File: src/rtl/core/skvt_pkg.sv
// ----------------------------------------------------------------------------
// skvt_pkg
// Shared types for the small key/value table: request kinds and the
// command/status groups between the controller and the datapath.
// ----------------------------------------------------------------------------
package skvt_pkg;

  localparam int unsigned KIND_BITS = 3;
  localparam int unsigned POS_BITS  = 8;

  // Code 7 is unused and answers a plain failure.
  typedef enum logic [KIND_BITS-1:0] {
    KIND_INSERT     = 3'd0,
    KIND_UPDATE     = 3'd1,
    KIND_INS_UPD    = 3'd2,
    KIND_ERASE      = 3'd3,
    KIND_CONTAINS   = 3'd4,
    KIND_GET_KEY    = 3'd5,
    KIND_GET_POS    = 3'd6
  } kind_e;

  // Controller -> datapath
  typedef struct packed {
    logic load_req;      // latch request, clear staged result
    logic scan_start;    // restart key sweep at entry 0
    logic scan_step;     // one step of key sweep
    logic shift_start;   // start erase sweep after the hit entry
    logic shift_step;    // one step of erase sweep
    logic pos_read;      // read entry at request position
    logic pos_take;      // take entry read by pos_read
    logic put_new;       // append request key/value, count up
    logic upd_val;       // overwrite value of the hit entry
    logic fill_dec;      // count down after erase
    logic set_ok;        // mark staged result as success
    logic take_hit_val;  // stage value of the hit entry
    logic out_load;      // move staged result to the output register
  } skvt_cmd_t;

  // Datapath -> controller
  typedef struct packed {
    kind_e kind;
    logic  match;        // entry under compare holds the request key
    logic  sweep_end;    // all valid entries visited, nothing pending
    logic  hit;          // last key sweep found the key
    logic  full;
    logic  pos_ok;       // request position below entry count
    logic  out_free;     // output register can take a result this cycle
  } skvt_status_t;

endpackage

File: src/rtl/core/skvt_ctrl.sv
// ----------------------------------------------------------------------------
// skvt_ctrl
// Request sequencer: dispatch, key sweep or position read, operation, erase sweep, response.
// ----------------------------------------------------------------------------
module skvt_ctrl import skvt_pkg::*; (
  input  logic         clk_i,
  input  logic         rst_ni,
  input  logic         in_valid_i,
  output logic         in_ready_o,
  input  skvt_status_t status_i,
  output skvt_cmd_t    cmd_o
);

  typedef enum logic [7:0] {
    ST_IDLE     = 8'b0000_0001,
    ST_DISPATCH = 8'b0000_0010,
    ST_SCAN     = 8'b0000_0100,
    ST_ACT      = 8'b0000_1000,
    ST_SHIFT    = 8'b0001_0000,
    ST_POS_TAKE = 8'b0010_0000,
    ST_RESP     = 8'b0100_0000,
    ST_SPARE    = 8'b1000_0000
  } state_e;

  state_e state_q, state_d;

  always_ff @(posedge clk_i or negedge rst_ni) begin
    if (!rst_ni) begin
      state_q <= ST_IDLE;
    end else begin
      state_q <= state_d;
    end
  end

  assign in_ready_o = (state_q == ST_IDLE);

  always_comb begin
    state_d = state_q;
    cmd_o   = '0;
    unique case (state_q)
      ST_IDLE: begin
        if (in_valid_i) begin
          cmd_o.load_req = 1'b1;
          state_d        = ST_DISPATCH;
        end
      end
      ST_DISPATCH: begin
        unique case (status_i.kind)
          KIND_INSERT, KIND_UPDATE, KIND_INS_UPD, KIND_ERASE,
          KIND_CONTAINS, KIND_GET_KEY: begin
            cmd_o.scan_start = 1'b1;
            state_d          = ST_SCAN;
          end
          KIND_GET_POS: begin
            if (status_i.pos_ok) begin
              cmd_o.pos_read = 1'b1;
              state_d        = ST_POS_TAKE;
            end else begin
              state_d = ST_RESP;
            end
          end
          default: state_d = ST_RESP;
        endcase
      end
      ST_SCAN: begin
        cmd_o.scan_step = 1'b1;
        if (status_i.match || status_i.sweep_end) begin
          state_d = ST_ACT;
        end
      end
      ST_ACT: begin
        state_d = ST_RESP;
        unique case (status_i.kind)
          KIND_INSERT: begin
            if (!status_i.hit && !status_i.full) begin
              cmd_o.put_new = 1'b1;
              cmd_o.set_ok  = 1'b1;
            end
          end
          KIND_UPDATE: begin
            if (status_i.hit) begin
              cmd_o.upd_val = 1'b1;
              cmd_o.set_ok  = 1'b1;
            end
          end
          KIND_INS_UPD: begin
            if (status_i.hit) begin
              cmd_o.upd_val = 1'b1;
              cmd_o.set_ok  = 1'b1;
            end else if (!status_i.full) begin
              cmd_o.put_new = 1'b1;
              cmd_o.set_ok  = 1'b1;
            end
          end
          KIND_ERASE: begin
            if (status_i.hit) begin
              cmd_o.shift_start = 1'b1;
              state_d           = ST_SHIFT;
            end
          end
          KIND_CONTAINS: begin
            cmd_o.set_ok = status_i.hit;
          end
          KIND_GET_KEY: begin
            cmd_o.set_ok       = status_i.hit;
            cmd_o.take_hit_val = status_i.hit;
          end
          default: ;
        endcase
      end
      ST_SHIFT: begin
        cmd_o.shift_step = 1'b1;
        if (status_i.sweep_end) begin
          cmd_o.fill_dec = 1'b1;
          cmd_o.set_ok   = 1'b1;
          state_d        = ST_RESP;
        end
      end
      ST_POS_TAKE: begin
        cmd_o.pos_take = 1'b1;
        state_d        = ST_RESP;
      end
      ST_RESP: begin
        if (status_i.out_free) begin
          cmd_o.out_load = 1'b1;
          state_d        = ST_IDLE;
        end
      end
      default: state_d = ST_IDLE;
    endcase
  end

endmodule

File: config.mk
export PLATFORM = sky130hd
export DESIGN_NAME = skvt_ctrl
export DESIGN_NICKNAME = d
export VERILOG_FILES = /design/src/rtl/core/skvt_pkg.sv /design/src/rtl/core/skvt_ctrl.sv
export SDC_FILE = /design/constraint.sdc
export NUM_CORES = 1
export LEC_CHECK = 0
export ABC_AREA = 1
export BUFFER_PORTS_ARGS = -buffer_cell sky130_fd_sc_hd__buf_2
export CAP_MARGIN = 20
export CELL_PAD_IN_SITES_DETAIL_PLACEMENT = 1
export CELL_PAD_IN_SITES_GLOBAL_PLACEMENT = 2
export CORE_UTILIZATION = 25
export CTS_CLUSTER_DIAMETER = 40
export DETAILED_ROUTE_END_ITERATION = 10
export PLACE_DENSITY = 0.92
export SKIP_LAST_GASP = 1
export SLEW_MARGIN = 20
export SYNTH_ARGS = -nofsm -noshare
export SYNTH_HDL_FRONTEND = slang
export SYNTH_SLANG_ARGS = --single-unit
File: constraint.sdc
create_clock -name clk_i -period 2 [get_ports clk_i]
set_clock_uncertainty 0.2 [all_clocks]
set_input_delay 0.2 -clock clk_i [delete_from_list [all_inputs] [get_ports clk_i]]
set_output_delay 0.2 -clock clk_i [all_outputs]
set_load 0.01 [all_outputs]
==> results by group <==
Power
  • Pleak: 0.5016 nW
  • Tot Pwr: 0.7881 mW
  • Sw Share: a little under half
  • Cell-internal power: between 0.4 and 0.5 mW
  • NetSw: between 0.3 and 0.4 mW
  • Worst VDD drop: 0.3499 mV
  • Sequential share of power: 28.9%
  • Pwr/cell area: 912.9 mW/mm^2
  • Combinational Power Share: 54.4%
  • Power share of the clock group: between 15 and 20%

Synthesis
  • Area leader, netlist: dfrtp_1
  • YS warnings: 0
  • Sequential share of the synthesized area: 27.27%
  • Synthesized Nets: 112
  • Synth Area in Adders: 0%
  • Synth Area in Compound Gates: 5.029%
  • Largest family of logic cells by synthesized area: simple AND/OR/NAND/NOR gates
  • Distinct cells, synth: 22
  • Multiplexer share of the synthesized area: 0%
  • Synthesized flop and latch total: 7
  • Mapped Cells: 100
  • Avg Inst Size Synth: between 6 and 7 sq um
  • Mapped Area: about 650 sq um
  • Top cells by area, synth: dfrtp_1 (23%), nor2_1 (12%), nand3_1 (10%), inv_1 (8.1%), nand2_1 (8.1%)
  • Post-synthesis simple-gate area fraction: 53.00%
  • Area share of the largest cell type after synthesis: 23.21%
  • Post-Synth XOR/XNOR Area: 1.354%

Timing
  • Fmax: approximately 540 MHz
  • Worst Tran Pin Value: 0.2384 ns
  • Period utilization: around 93%
  • Max Slew Vio Count: 0
  • Hold slack: 0.02926 ns
  • Minimum clock period: approximately 1.9 ns
  • RSZ-0062 raised after global routing: no
  • Fin. Hold Viols: 0
  • Worst slew margin: 83.96%
  • Setup TNS: 0 ns
  • Setup-failing EPs final: 0

Finish
  • Most common cell after layout, fill and taps aside: buf_2
  • Final #Nets: 143
  • Biggest regs: state_q (7)
  • Largest register FFs: 7
  • Filler cells: about 340
  • Most frequent cells in the layout: buf_2 (25), nor2_1 (20), inv_1 (14), nand2_1 (14), nand3_1 (13)
  • Area growth syn-to-layout: 33.46%
  • Multi-input logic area: 399.1 sq um
  • Fraction of layout cells with a size suffix above 1: 37.69%
  • Biggest register: state_q
  • Final instance area: 863.3 sq um
  • Non-Filler Instances: 160
  • Diodes inserted: 0
  • FF/Latch Area: 176.4 sq um

Die
  • Die ar.: about 0.0028 sq mm
  • Die height: 52.87 microns
  • Initial Utilization: 26.35%
  • Die Wd: 52.87 microns
  • FP Rows: 18
  • Core Box Area: around 0.0025 sq mm
  • Top Ports: 26

GRT
  • Vias in the first global route: 764
  • GRT Util Overall: approximately 15%
  • First-pass GRT wire length: 3.091 mm
  • Gr busiest metal: met2
  • Pin count of the biggest net entering global routing: 9
  • Grt ovf: 0
  • Met1 GRT Util: 16.52%
  • Initial antenna violation count: 0
  • Met2 usage: 28.27%
  • Met3 Use GR: 1.149%

Detailed routing
  • WL/cell: roughly 11 microns
  • WL final: 1.785 mm
  • Starting DRT DRC Count: 2
  • DRC Markers: 0
  • Via count: 722
  • Vias per cell: 4.513
  • Final ANT Viol Nets: 0
  • Drt pass-1 iters: 4

Outcome
  • Run status: completed

Worst setup path
  • Critical path class: register to output port
  • Worst EP arrival: around 1.5 ns
  • RR Startpoint: state_q[0]$_DFFE_PN1P_
  • Worst Setup SP: state_q[6]$_DFFE_PN0P_
  • Critical path fanouts, max: 5
  • Crit end category: output port
  • Setup crit end: cmd_o[2]
  • Reg2reg end: state_q[6]$_DFFE_PN0P_
  • Reg2reg path depth: 7
  • Crit start category: register
  • Worst Path Required: 1.60 ns
  • Reg2Reg Setup Slack: roughly 0.49 ns

Clock tree
  • Setup bufs post-CTS: 0
  • Clk buf depth: 2
  • CTS root buffer: clkbuf_4
  • H-tree depth: 1
  • Worst-path clk slew: roughly 0.060 ns
  • Worst skew pair latency: 0.26 ns
  • TritonCTS buffer count: 3
  • Clock sink total: 7
  • CTS tree: yes

Place
  • HPWL Detailed: 1.480 mm
  • Placed inst area: 802.0 sq um
  • Placer congestion estimate: around 0.74
  • Post-placement cell count: between 150 and 200
  • PortBufs: 25

Min path
  • Hold Path Class: primary input to register

Job
  • Max Cap Violations: 0
[cell usage after synthesis]
cell and instances:
nor2_1 21, dfstp_2 1, nand3_2 1, nand3_1 13, nand2_2 3, a22oi_1 1, nor2_8 1, nor2_2 2
nor4_1 1, nor2_4 2, nor4_2 2, nand2_1 14, o22ai_1 2, o21ai_0 1, inv_2 7, nand2_4 1
o21bai_1 1, buf_4 1, xnor2_1 1, nor3_1 4, inv_1 14, dfrtp_1 6
[layout make-up]
cell class / count / area share [%]
repair buffers: 27 / 16.81
inverters: 21 / 9.130
flip-flops and latches: 7 / 20.43
well taps: 30 / 4.348
clock buffers: 4 / 3.043
multi-input cells: 71 / 46.23
[worst min-delay path by stage]
stage,startpoint,to,depth (start not counted)
after floorplan,rst_ni,state_q[1]$_DFFE_PN0P_,0
after global placement,rst_ni,state_q[2]$_DFFE_PN0P_,1
after detailed placement,rst_ni,state_q[2]$_DFFE_PN0P_,1
after CTS,in_valid_i,state_q[1]$_DFFE_PN0P_,3
after global routing,in_valid_i,state_q[1]$_DFFE_PN0P_,3
final,in_valid_i,state_q[1]$_DFFE_PN0P_,3
[through the flow]
stage,utilization (%),setup slack (ns)
floorplan,-,0.4865
global placement,32.67,0.3741
detailed placement,32.67,0.3020
CTS,34.56,0.005037
global route,35.17,0.03741
finish,35.17,0.1349
[critical path, cell delays in order, from the launching register on]
cell	delay, ns
dfrtp_1	0.38
inv_2	0.11
nand3_1	0.18
nor2_8	0.16
inv_2	0.06
o22ai_1	0.16
buf_2	0.16
[power by group through the flow]
stage	registers, mW	logic [mW]	clock network [mW]
after CTS	0.229	0.430	0.137
after detailed placement	0.231	0.424	0
final	0.228	0.428	0.132
after floorplan	0.224	0.318	0
after global routing	0.233	0.490	0.143
after global placement	0.228	0.414	0
[repair_timing]
| action | 4_1_cts | 5_1_grt |
|---|---|---|
| endpoints found under the hold margin | 8 | 0 |
| resized for setup | 0 | 3 |
| setup endpoints to repair | 0 | 5 |
| hold buffers | 2 | 0 |
[cell families after synthesis]
kind of cell	count (synthesis)
and+or+nand+nor	65
buffers and inverters	22
DFF	7
AOI/OAI and AO/OA	5
xor gates and xnor gates	1
[routing by layer]
layer	vias to the layer above	part of all wire [%]
met5	-	0
met2	22	51
met3	4	4.2
met4	0	1.9
li1	373	-
met1	323	42
Note: power is estimated with default switching activity, not from simulation.
